**src/rtl/core/lscr_pkg.sv**
```systemverilog
// ----------------------------------------------------------------------------
// lscr_pkg
// Shared types, constants and colour ramp tables for the stretch core.
// ----------------------------------------------------------------------------
package lscr_pkg;

   // Default widths
   localparam int SAMPLE_BITS_DEFAULT   = 16;
   localparam int FRACTION_BITS_DEFAULT = 16;

   // Register map: index of each register, byte address is 4*index
   localparam logic [1:0] REG_RANGE_LOW  = 2'd0;
   localparam logic [1:0] REG_RANGE_HIGH = 2'd1;
   localparam logic [1:0] REG_NODATA     = 2'd2;
   localparam logic [1:0] REG_RAMP_SEL   = 2'd3;

   localparam int CSR_ADDR_BITS = 4;
   localparam int CSR_DATA_BITS = 32;

   // Reset value of range_high before truncation to the sample width
   localparam logic [31:0] RANGE_HIGH_RESET = 32'd255;

   // Colour ramps
   typedef enum logic [1:0] {
      RAMP_GRAY  = 2'd0,
      RAMP_VEG   = 2'd1,
      RAMP_WATER = 2'd2,
      RAMP_HEAT  = 2'd3
   } ramp_type;

   // Channel indexes
   localparam logic [1:0] CH_RED   = 2'd0;
   localparam logic [1:0] CH_GREEN = 2'd1;
   localparam logic [1:0] CH_BLUE  = 2'd2;

   localparam logic [7:0] LEVEL_FULL  = 8'd255;
   localparam logic [7:0] LEVEL_BROWN = 8'd139;
   localparam logic [7:0] LEVEL_OLIVE = 8'd90;
   localparam logic [7:0] LEVEL_DARK  = 8'd43;
   localparam logic [7:0] LEVEL_DEEP  = 8'd200;
   localparam logic [7:0] LEVEL_NONE  = 8'd0;

   // Control flags that travel alongside every word in the pipeline
   typedef struct packed {
      logic valid;
      logic missing;   // sample matched the no-data value
      logic zero;      // position forced to zero
      logic full;      // position saturated at one
      logic last;      // frame end marker
   } lscr_flags_type;

   // Start colour of a ramp, per channel
   function automatic logic [7:0] ramp_start(input ramp_type sel, input logic [1:0] ch);
      logic [7:0] lvl;
      lvl = LEVEL_NONE;
      case (sel)
         RAMP_GRAY: lvl = LEVEL_NONE;
         RAMP_VEG: begin
            case (ch)
               CH_RED:   lvl = LEVEL_BROWN;
               CH_GREEN: lvl = LEVEL_OLIVE;
               default:  lvl = LEVEL_DARK;
            endcase
         end
         RAMP_WATER: lvl = LEVEL_FULL;
         RAMP_HEAT:  lvl = (ch == CH_BLUE) ? LEVEL_FULL : LEVEL_NONE;
         default:    lvl = LEVEL_NONE;
      endcase
      return lvl;
   endfunction

   // End colour of a ramp, per channel
   function automatic logic [7:0] ramp_end(input ramp_type sel, input logic [1:0] ch);
      logic [7:0] lvl;
      lvl = LEVEL_NONE;
      case (sel)
         RAMP_GRAY:  lvl = LEVEL_FULL;
         RAMP_VEG:   lvl = (ch == CH_GREEN) ? LEVEL_DEEP : LEVEL_NONE;
         RAMP_WATER: lvl = (ch == CH_BLUE) ? LEVEL_DEEP : LEVEL_NONE;
         RAMP_HEAT:  lvl = (ch == CH_RED) ? LEVEL_FULL : LEVEL_NONE;
         default:    lvl = LEVEL_NONE;
      endcase
      return lvl;
   endfunction

endpackage

```
**src/rtl/core/lscr_front.sv**
```systemverilog
// ----------------------------------------------------------------------------
// lscr_front
// Entry stage: no-data match, range offset and span, saturation decision.
// ----------------------------------------------------------------------------
module lscr_front #(
   parameter int SAMPLE_BITS = lscr_pkg::SAMPLE_BITS_DEFAULT
) (
   input  logic                          clock,
   input  logic                          reset,
   input  logic                          advance,
   input  logic                          in_valid,
   input  logic                          in_last,
   input  logic [SAMPLE_BITS-1:0]        sample,
   input  logic [SAMPLE_BITS-1:0]        range_low,
   input  logic [SAMPLE_BITS-1:0]        range_high,
   input  logic [SAMPLE_BITS-1:0]        nodata_value,
   output lscr_pkg::lscr_flags_type      flags_out,
   output logic [SAMPLE_BITS-1:0]        rem_out,
   output logic [SAMPLE_BITS-1:0]        span_out
);

   logic signed [SAMPLE_BITS:0]   diff;
   logic signed [SAMPLE_BITS:0]   span;
   logic                          range_ok;
   logic                          zero;
   logic                          full;
   lscr_pkg::lscr_flags_type      flags_in;
   lscr_pkg::lscr_flags_type      flags_ff;
   logic [SAMPLE_BITS-1:0]        rem_ff;
   logic [SAMPLE_BITS-1:0]        span_ff;

   always_comb begin
      diff     = $signed({sample[SAMPLE_BITS-1], sample})
               - $signed({range_low[SAMPLE_BITS-1], range_low});
      span     = $signed({range_high[SAMPLE_BITS-1], range_high})
               - $signed({range_low[SAMPLE_BITS-1], range_low});
      range_ok = $signed(range_high) > $signed(range_low);
      zero     = !range_ok || (diff <= 0);
      full     = !zero && (diff >= span);

      flags_in.valid   = in_valid;
      flags_in.missing = (sample == nodata_value);
      flags_in.zero    = zero;
      flags_in.full    = full;
      flags_in.last    = in_last;
   end

   always_ff @(posedge clock) begin
      if (reset) begin
         flags_ff.valid <= 1'b0;
      end else if (advance) begin
         flags_ff.valid <= flags_in.valid;
      end
   end

   // payload: remainder starts at the offset, which is below the span when dividing
   always_ff @(posedge clock) begin
      if (advance) begin
         flags_ff.missing <= flags_in.missing;
         flags_ff.zero    <= flags_in.zero;
         flags_ff.full    <= flags_in.full;
         flags_ff.last    <= flags_in.last;
         rem_ff           <= diff[SAMPLE_BITS-1:0];
         span_ff          <= span[SAMPLE_BITS-1:0];
      end
   end

   assign flags_out = flags_ff;
   assign rem_out   = rem_ff;
   assign span_out  = span_ff;

endmodule

```
**src/rtl/core/lscr_div_cell.sv**
```systemverilog
// ----------------------------------------------------------------------------
// lscr_div_cell
// One restoring-division step: produce one quotient bit and pass on.
// ----------------------------------------------------------------------------
module lscr_div_cell #(
   parameter int SAMPLE_BITS   = lscr_pkg::SAMPLE_BITS_DEFAULT,
   parameter int FRACTION_BITS = lscr_pkg::FRACTION_BITS_DEFAULT
) (
   input  logic                          clock,
   input  logic                          reset,
   input  logic                          advance,
   input  lscr_pkg::lscr_flags_type      flags_in,
   input  logic [SAMPLE_BITS-1:0]        rem_in,
   input  logic [SAMPLE_BITS-1:0]        span_in,
   input  logic [FRACTION_BITS-1:0]      quot_in,
   output lscr_pkg::lscr_flags_type      flags_out,
   output logic [SAMPLE_BITS-1:0]        rem_out,
   output logic [SAMPLE_BITS-1:0]        span_out,
   output logic [FRACTION_BITS-1:0]      quot_out
);

   logic [SAMPLE_BITS:0]          rem_dbl;
   logic [SAMPLE_BITS:0]          rem_sub;
   logic                          take;
   lscr_pkg::lscr_flags_type      flags_ff;
   logic [SAMPLE_BITS-1:0]        rem_ff;
   logic [SAMPLE_BITS-1:0]        span_ff;
   logic [FRACTION_BITS-1:0]      quot_ff;
   logic [SAMPLE_BITS-1:0]        rem_in_next;

   always_comb begin
      rem_dbl     = {rem_in, 1'b0};
      rem_sub     = rem_dbl - {1'b0, span_in};
      take        = rem_dbl >= {1'b0, span_in};
      // remainder stays below the span, so it fits the sample width
      rem_in_next = take ? rem_sub[SAMPLE_BITS-1:0] : rem_dbl[SAMPLE_BITS-1:0];
   end

   always_ff @(posedge clock) begin
      if (reset) begin
         flags_ff.valid <= 1'b0;
      end else if (advance) begin
         flags_ff.valid <= flags_in.valid;
      end
   end

   always_ff @(posedge clock) begin
      if (advance) begin
         flags_ff.missing <= flags_in.missing;
         flags_ff.zero    <= flags_in.zero;
         flags_ff.full    <= flags_in.full;
         flags_ff.last    <= flags_in.last;
         rem_ff           <= rem_in_next;
         span_ff          <= span_in;
         quot_ff          <= {quot_in[FRACTION_BITS-2:0], take};
      end
   end

   assign flags_out = flags_ff;
   assign rem_out   = rem_ff;
   assign span_out  = span_ff;
   assign quot_out  = quot_ff;

endmodule

```
**src/rtl/core/lscr_ramp.sv**
```systemverilog
// ----------------------------------------------------------------------------
// lscr_ramp
// Output stage: position select, colour interpolation, output register.
// ----------------------------------------------------------------------------
module lscr_ramp #(
   parameter int FRACTION_BITS = lscr_pkg::FRACTION_BITS_DEFAULT
) (
   input  logic                          clock,
   input  logic                          reset,
   input  logic                          advance,
   input  lscr_pkg::lscr_flags_type      flags_in,
   input  logic [FRACTION_BITS-1:0]      quot_in,
   input  lscr_pkg::ramp_type            ramp_select,
   output logic                          out_valid,
   output logic [7:0]                    red,
   output logic [7:0]                    green,
   output logic [7:0]                    blue,
   output logic                          is_missing,
   output logic                          end_of_frame
);

   localparam int AW = FRACTION_BITS + 11;

   logic [FRACTION_BITS:0]        pos;
   logic signed [FRACTION_BITS+1:0] pos_s;
   logic [7:0]                    level [3];
   logic                          valid_ff;
   logic [7:0]                    level_ff [3];
   logic                          missing_ff;
   logic                          last_ff;

   always_comb begin
      if (flags_in.zero) begin
         pos = '0;
      end else if (flags_in.full) begin
         pos = {1'b1, {FRACTION_BITS{1'b0}}};
      end else begin
         pos = {1'b0, quot_in};
      end
      pos_s = $signed({1'b0, pos});
   end

   for (genvar ch = 0; ch < 3; ch++) begin : g_chan
      logic [7:0]             c_start;
      logic [7:0]             c_end;
      logic signed [8:0]      delta;
      logic signed [AW-1:0]   prod;
      logic signed [AW-1:0]   acc;

      always_comb begin
         c_start = lscr_pkg::ramp_start(ramp_select, 2'(ch));
         c_end   = lscr_pkg::ramp_end(ramp_select, 2'(ch));
         delta   = $signed({1'b0, c_end}) - $signed({1'b0, c_start});
         // widen both factors first so the product keeps all its bits
         prod    = AW'(delta) * AW'(pos_s);
         acc     = $signed({3'b000, c_start, {FRACTION_BITS{1'b0}}}) + prod;
         // missing samples come out black
         level[ch] = flags_in.missing ? 8'd0 : acc[FRACTION_BITS+7:FRACTION_BITS];
      end
   end

   always_ff @(posedge clock) begin
      if (reset) begin
         valid_ff <= 1'b0;
      end else if (advance) begin
         valid_ff <= flags_in.valid;
      end
   end

   always_ff @(posedge clock) begin
      if (advance) begin
         level_ff   <= level;
         missing_ff <= flags_in.missing;
         last_ff    <= flags_in.last;
      end
   end

   assign out_valid    = valid_ff;
   assign red          = level_ff[0];
   assign green        = level_ff[1];
   assign blue         = level_ff[2];
   assign is_missing   = missing_ff;
   assign end_of_frame = last_ff;

endmodule

```
**src/rtl/core/linear_stretch_color_ramp_core.sv**
```systemverilog
// ----------------------------------------------------------------------------
// linear_stretch_color_ramp_core
// Linear contrast stretch of signed raster samples onto a colour ramp.
// ----------------------------------------------------------------------------
// Takes one sample word per clock while not stalled and returns one RGB
// word per sample through a pipeline FRACTION_BITS + 2 registers deep.
// A sample equal to nodata_value comes out black with is_missing set. Any
// other sample is placed on [range_low, range_high] as a Q1.FRACTION_BITS
// position, clamped to 0..1 (an empty or inverted range gives 0), and the
// selected ramp is interpolated per channel. Most of the depth is the
// division row: one cell per position bit, each cell producing one quotient
// bit and passing its remainder to the next. The whole row advances together;
// it stalls only while a result sits in the output register and rsp_tready is
// low, so a steady one word per clock flows when the sink keeps up.
// Registers (byte address): range_low 0x0, range_high 0x4, nodata_value 0x8,
// ramp_select 0xC. Write them only while the core holds no work.
// ----------------------------------------------------------------------------
module linear_stretch_color_ramp_core #(
   parameter int SAMPLE_BITS   = lscr_pkg::SAMPLE_BITS_DEFAULT,
   parameter int FRACTION_BITS = lscr_pkg::FRACTION_BITS_DEFAULT,
   localparam int IN_BYTES_W   = ((SAMPLE_BITS + 7) / 8) * 8
) (
   input  logic                                   clock,
   input  logic                                   reset,
   // input stream
   input  logic                                   req_tvalid,
   output logic                                   req_tready,
   input  logic [IN_BYTES_W-1:0]                  req_tdata,  // [SAMPLE_BITS-1:0] sample
   input  logic                                   req_tlast,  // frame_end
   // result stream
   output logic                                   rsp_tvalid,
   input  logic                                   rsp_tready,
   output logic [23:0]                            rsp_tdata,  // [7:0] red, [15:8] green, [23:16] blue
   output logic                                   rsp_tuser,  // is_missing
   output logic                                   rsp_tlast,  // end_of_frame
   // register port
   input  logic                                   csr_psel,
   input  logic                                   csr_penable,
   input  logic                                   csr_pwrite,
   input  logic [lscr_pkg::CSR_ADDR_BITS-1:0]     csr_paddr,
   input  logic [lscr_pkg::CSR_DATA_BITS-1:0]     csr_pwdata,
   output logic [lscr_pkg::CSR_DATA_BITS-1:0]     csr_prdata,
   output logic                                   csr_pready
);

   logic                          advance;
   logic                          csr_write;
   logic [1:0]                    csr_index;
   logic [SAMPLE_BITS-1:0]        range_low_ff;
   logic [SAMPLE_BITS-1:0]        range_high_ff;
   logic [SAMPLE_BITS-1:0]        nodata_ff;
   lscr_pkg::ramp_type            ramp_sel_ff;

   lscr_pkg::lscr_flags_type      flags  [FRACTION_BITS+1];
   logic [SAMPLE_BITS-1:0]        rem    [FRACTION_BITS+1];
   logic [SAMPLE_BITS-1:0]        span   [FRACTION_BITS+1];
   logic [FRACTION_BITS-1:0]      quot   [FRACTION_BITS+1];

   logic [7:0]                    red;
   logic [7:0]                    green;
   logic [7:0]                    blue;

   // ---------------------------------------------------------------- registers
   assign csr_pready = 1'b1;
   assign csr_write  = csr_psel && csr_penable && csr_pwrite && csr_pready;
   assign csr_index  = csr_paddr[3:2];

   always_ff @(posedge clock) begin
      if (reset) begin
         range_low_ff  <= '0;
         range_high_ff <= lscr_pkg::RANGE_HIGH_RESET[SAMPLE_BITS-1:0];
         nodata_ff     <= {1'b1, {(SAMPLE_BITS-1){1'b0}}};
         ramp_sel_ff   <= lscr_pkg::RAMP_GRAY;
      end else if (csr_write) begin
         case (csr_index)
            lscr_pkg::REG_RANGE_LOW:  range_low_ff  <= csr_pwdata[SAMPLE_BITS-1:0];
            lscr_pkg::REG_RANGE_HIGH: range_high_ff <= csr_pwdata[SAMPLE_BITS-1:0];
            lscr_pkg::REG_NODATA:     nodata_ff     <= csr_pwdata[SAMPLE_BITS-1:0];
            lscr_pkg::REG_RAMP_SEL:   ramp_sel_ff   <= lscr_pkg::ramp_type'(csr_pwdata[1:0]);
            default: ;
         endcase
      end
   end

   // read back: zero-extend to the bus width
   always_comb begin
      case (csr_index)
         lscr_pkg::REG_RANGE_LOW:  csr_prdata = lscr_pkg::CSR_DATA_BITS'(range_low_ff);
         lscr_pkg::REG_RANGE_HIGH: csr_prdata = lscr_pkg::CSR_DATA_BITS'(range_high_ff);
         lscr_pkg::REG_NODATA:     csr_prdata = lscr_pkg::CSR_DATA_BITS'(nodata_ff);
         lscr_pkg::REG_RAMP_SEL:   csr_prdata = lscr_pkg::CSR_DATA_BITS'(ramp_sel_ff);
         default:                  csr_prdata = '0;
      endcase
   end

   // ---------------------------------------------------------------- pipeline
   // Advance every stage together; hold the lot while a result waits unclaimed.
   assign advance    = !rsp_tvalid || rsp_tready;
   assign req_tready = advance;

   lscr_front #(
      .SAMPLE_BITS (SAMPLE_BITS)
   ) u_front (
      .clock        (clock),
      .reset        (reset),
      .advance      (advance),
      .in_valid     (req_tvalid),
      .in_last      (req_tlast),
      .sample       (req_tdata[SAMPLE_BITS-1:0]),
      .range_low    (range_low_ff),
      .range_high   (range_high_ff),
      .nodata_value (nodata_ff),
      .flags_out    (flags[0]),
      .rem_out      (rem[0]),
      .span_out     (span[0])
   );

   // quotient starts empty and fills one bit per cell, most significant first
   assign quot[0] = '0;

   for (genvar i = 0; i < FRACTION_BITS; i++) begin : g_cell
      lscr_div_cell #(
         .SAMPLE_BITS   (SAMPLE_BITS),
         .FRACTION_BITS (FRACTION_BITS)
      ) u_cell (
         .clock     (clock),
         .reset     (reset),
         .advance   (advance),
         .flags_in  (flags[i]),
         .rem_in    (rem[i]),
         .span_in   (span[i]),
         .quot_in   (quot[i]),
         .flags_out (flags[i+1]),
         .rem_out   (rem[i+1]),
         .span_out  (span[i+1]),
         .quot_out  (quot[i+1])
      );
   end

   lscr_ramp #(
      .FRACTION_BITS (FRACTION_BITS)
   ) u_ramp (
      .clock        (clock),
      .reset        (reset),
      .advance      (advance),
      .flags_in     (flags[FRACTION_BITS]),
      .quot_in      (quot[FRACTION_BITS]),
      .ramp_select  (ramp_sel_ff),
      .out_valid    (rsp_tvalid),
      .red          (red),
      .green        (green),
      .blue         (blue),
      .is_missing   (rsp_tuser),
      .end_of_frame (rsp_tlast)
   );

   assign rsp_tdata = {blue, green, red};

   // ---------------------------------------------------------------- checks
   a_missing_black: assert property (@(posedge clock) disable iff (reset)
      rsp_tvalid && rsp_tuser |-> rsp_tdata == 24'd0)
      else $error("missing sample did not come out black");

   a_zero_full_excl: assert property (@(posedge clock) disable iff (reset)
      flags[0].valid |-> !(flags[0].zero && flags[0].full))
      else $error("position both forced to zero and saturated");

   a_rem_below_span: assert property (@(posedge clock) disable iff (reset)
      flags[FRACTION_BITS].valid && !flags[FRACTION_BITS].zero
      && !flags[FRACTION_BITS].full |-> rem[FRACTION_BITS] < span[FRACTION_BITS])
      else $error("division remainder reached the span");

   a_stall_holds_row: assert property (@(posedge clock) disable iff (reset)
      rsp_tvalid && !rsp_tready |=> $stable(quot[FRACTION_BITS])
      && $stable(flags[FRACTION_BITS]))
      else $error("division row moved during a stall");

endmodule

```
**config.mk**
```make
export PLATFORM = sky130hd
export DESIGN_NAME = linear_stretch_color_ramp_core
export DESIGN_NICKNAME = d
export VERILOG_FILES = /design/src/rtl/core/lscr_pkg.sv /design/src/rtl/core/lscr_front.sv /design/src/rtl/core/lscr_div_cell.sv /design/src/rtl/core/lscr_ramp.sv /design/src/rtl/core/linear_stretch_color_ramp_core.sv
export SDC_FILE = /design/constraint.sdc
export NUM_CORES = 2
export LEC_CHECK = 0
export BUFFER_PORTS_ARGS = -buffer_cell sky130_fd_sc_hd__buf_2
export CAP_MARGIN = 20
export CORE_AREA = 2 2 380 382
export CTS_CLUSTER_DIAMETER = 150
export DETAILED_ROUTE_END_ITERATION = 12
export DIE_AREA = 0 0 382 384
export REMOVE_ABC_BUFFERS = 1
export SYNTH_ARGS = -nofsm -noshare
export SYNTH_HDL_FRONTEND = slang
export SYNTH_HIERARCHICAL = 1
export SYNTH_SLANG_ARGS = --single-unit
```
**constraint.sdc**
```tcl
create_clock -name clock -period 50.5 [get_ports clock]
set_input_delay 10.1 -clock clock [delete_from_list [all_inputs] [get_ports clock]]
set_output_delay 10.1 -clock clock [all_outputs]
set_load 0.03 [all_outputs]
```
==> reports/metrics.yaml <==
outcome: "finished clean"
max-cap-violations: 0
fill_cells: 13300
crit_start: "csr_paddr[3]"
floorplan.initialDensity_pct: 41.0
avgSynthCellArea_um2: 11.3
core_region_area_mm2: 0.143
finalSetupTns_ns: 0
multi_input_area_mm2: 0.0313
timing.final.crit_share_pct: 43.0
worstMarginPinSlew_ns: 1.04
syn_inst: 5193
cts_root_buffer: "clkbuf_16"
dp_hpwl_mm: 96.6
first_pass_iters: 5
regToRegSetupSlack_ns: 42.19
max_stage_delay_ns: 0.47
area_growth_pct: 8.84
grt.total_usage_pct: 17.1
cts_inserted_buffers: 88
path_delay_family: "buffers and inverters"
io_pins: 121
port_buffers: 85
n_antenna_cell: 0
clk_pin_slew_ns: 0.06
critPathCaptureType: "primary output"
crit_top_cell: "buf_2"
post_cts_resized: 0
start_kind: "primary input"
ys_warn_count: 6
clock_sinks: 810
seqCellArea_mm2: 0.0236
antenna_found_initial: 0
synth_area_mm2: 0.0585
drt_iter0_markers: 2068
vias: 37100
endpoint: "csr_prdata[4]"
htree_num_levels: 3
clock_skew_ns: 0.0372
timing.rr.end: "u_ramp/green[5]"
wl_per_cell_um: 17.1
cp_slowest_cell: "nor2b_1"
cts_tree: "built"
crit_fanout: 21
drv_slew: 0
drt-vias-per-instance: 5.11
required_ns: 40.40
critPathKind: "in -> out"
grt_overflow: 0
final_antenna_net_count: 0
setup_viol: 0
reg2reg_depth: 24
grt_pass1_vias: 37100
fin_nets: 6145
drc_errors: 0
die-area_mm2: 0.147
cp.depth: 6
fmax_mhz: 46.1
drive_gt1_share_pct: 10.5
grt_max_degree: 146
die_y_um: 384
worstPathCellList: "buf_2, nor2b_1, buf_4, nand2_1, o21ai_0, buf_2"
clk_latency_ns: 0.67
max_slew_margin_pct: 30.8
crit_buf_inv: 3
min_period_ns: 21.70
hp-class: "reg -> reg"
r2r-start: "ramp_sel_ff[0]"
rows: 139
grt_pass1_wl_mm: 202
cts_hold_buf: 0
cp.arrival_ns: 11.60
grt_setup_unrepaired: "false"
fp.dieW_um: 382
post_cts_buffers: 0
routed_wl_mm: 124
hold_viol: 0
gp_congestion: 0.883
clockBufferDepth: 3
-- area by class of cell --
type                            count  share of cell area (%)
Tap cell                         1903                    3.74
Timing Repair Buffer              111                   0.994
Clock buffer                      107                    3.67
Clock inverter                     53                   0.957
Multi-Input combinational cell   3539                    49.2
Inverter                          738                    4.35
Sequential cell                   810                    37.1
-- cells in the final DEF, fill, tap and decap left out, types with 91 or more instances in the layout --
master / count
fa_1: 353
inv_1: 735
nor2_1: 346
mux2i_1: 113
edfxtp_1: 742
ha_1: 444
clkbuf_16: 91
nand2_1: 336
xnor2_1: 143
mux2_2: 94
nand2b_1: 114
nand3_1: 92
mux2_4: 91
a21oi_1: 225
a21o_1: 118
o21ai_0: 143
-- metal layers --
metal | GRT usage, % | vias to the layer above | share of wire (%)
met3 | 2.34 | 164 | 3.8
met4 | 4.27 | 0 | 2.4
met1 | 22.7 | 18000 | 45
li1 | - | 18200 | -
met2 | 29.5 | 678 | 49
met5 | 0 | - | 0
-- worst min path at each step --
stage / from / endpoint / slack [ns] / cells after the start
final: g_cell[13].u_cell/flags_out[1] / g_cell[14].u_cell/flags_out[1] / 0.40 / 0
after global routing: g_cell[12].u_cell/quot_out[5] / g_cell[13].u_cell/quot_out[6] / 0.41 / 0
after floorplan: u_front/flags_out[0] / g_cell[0].u_cell/flags_out[0] / 0.40 / 0
after global placement: g_cell[14].u_cell/quot_out[3] / g_cell[15].u_cell/quot_out[4] / 0.40 / 0
after CTS: g_cell[13].u_cell/flags_out[1] / g_cell[14].u_cell/flags_out[1] / 0.39 / 0
after detailed placement: g_cell[10].u_cell/quot_out[9] / g_cell[11].u_cell/quot_out[10] / 0.40 / 0
-- state kept, by name (all words and copies together), names as in the netlist --
| name | count |
|---|---|
| g_cell.u_cell/flags_out | 80 |
| g_cell.u_cell/quot_out | 136 |
| g_cell.u_cell/rem_out | 240 |
| g_cell.u_cell/span_out | 240 |
| nodata_ff | 16 |
| ramp_sel_ff | 2 |
| range_high_ff | 16 |
| range_low_ff | 16 |
| u_front/flags_out | 5 |
| u_front/rem_out | 16 |
| u_front/span_out | 16 |
| u_ramp/blue | 8 |
| u_ramp/end_of_frame | 1 |
| u_ramp/green | 8 |
| u_ramp/is_missing | 1 |
| u_ramp/out_valid | 1 |
| u_ramp/red | 8 |
-- stage by stage --
step	cell area [µm²]	worst slack, ns	hold WS [ns]	cells	util, %
after floorplan	57700	11.83	0.400	5087	-
after global placement	60700	28.73	0.401	7101	42.5
after detailed placement	60700	28.81	0.405	7101	42.5
after CTS	63700	28.81	0.387	7261	44.6
after global routing	63700	28.64	0.413	7261	44.6
final	63700	28.80	0.402	7261	44.6
Power is left out: the tool's default activity adds up to more than one toggle a clock period on the data nets, which glitch-free logic cannot reach.
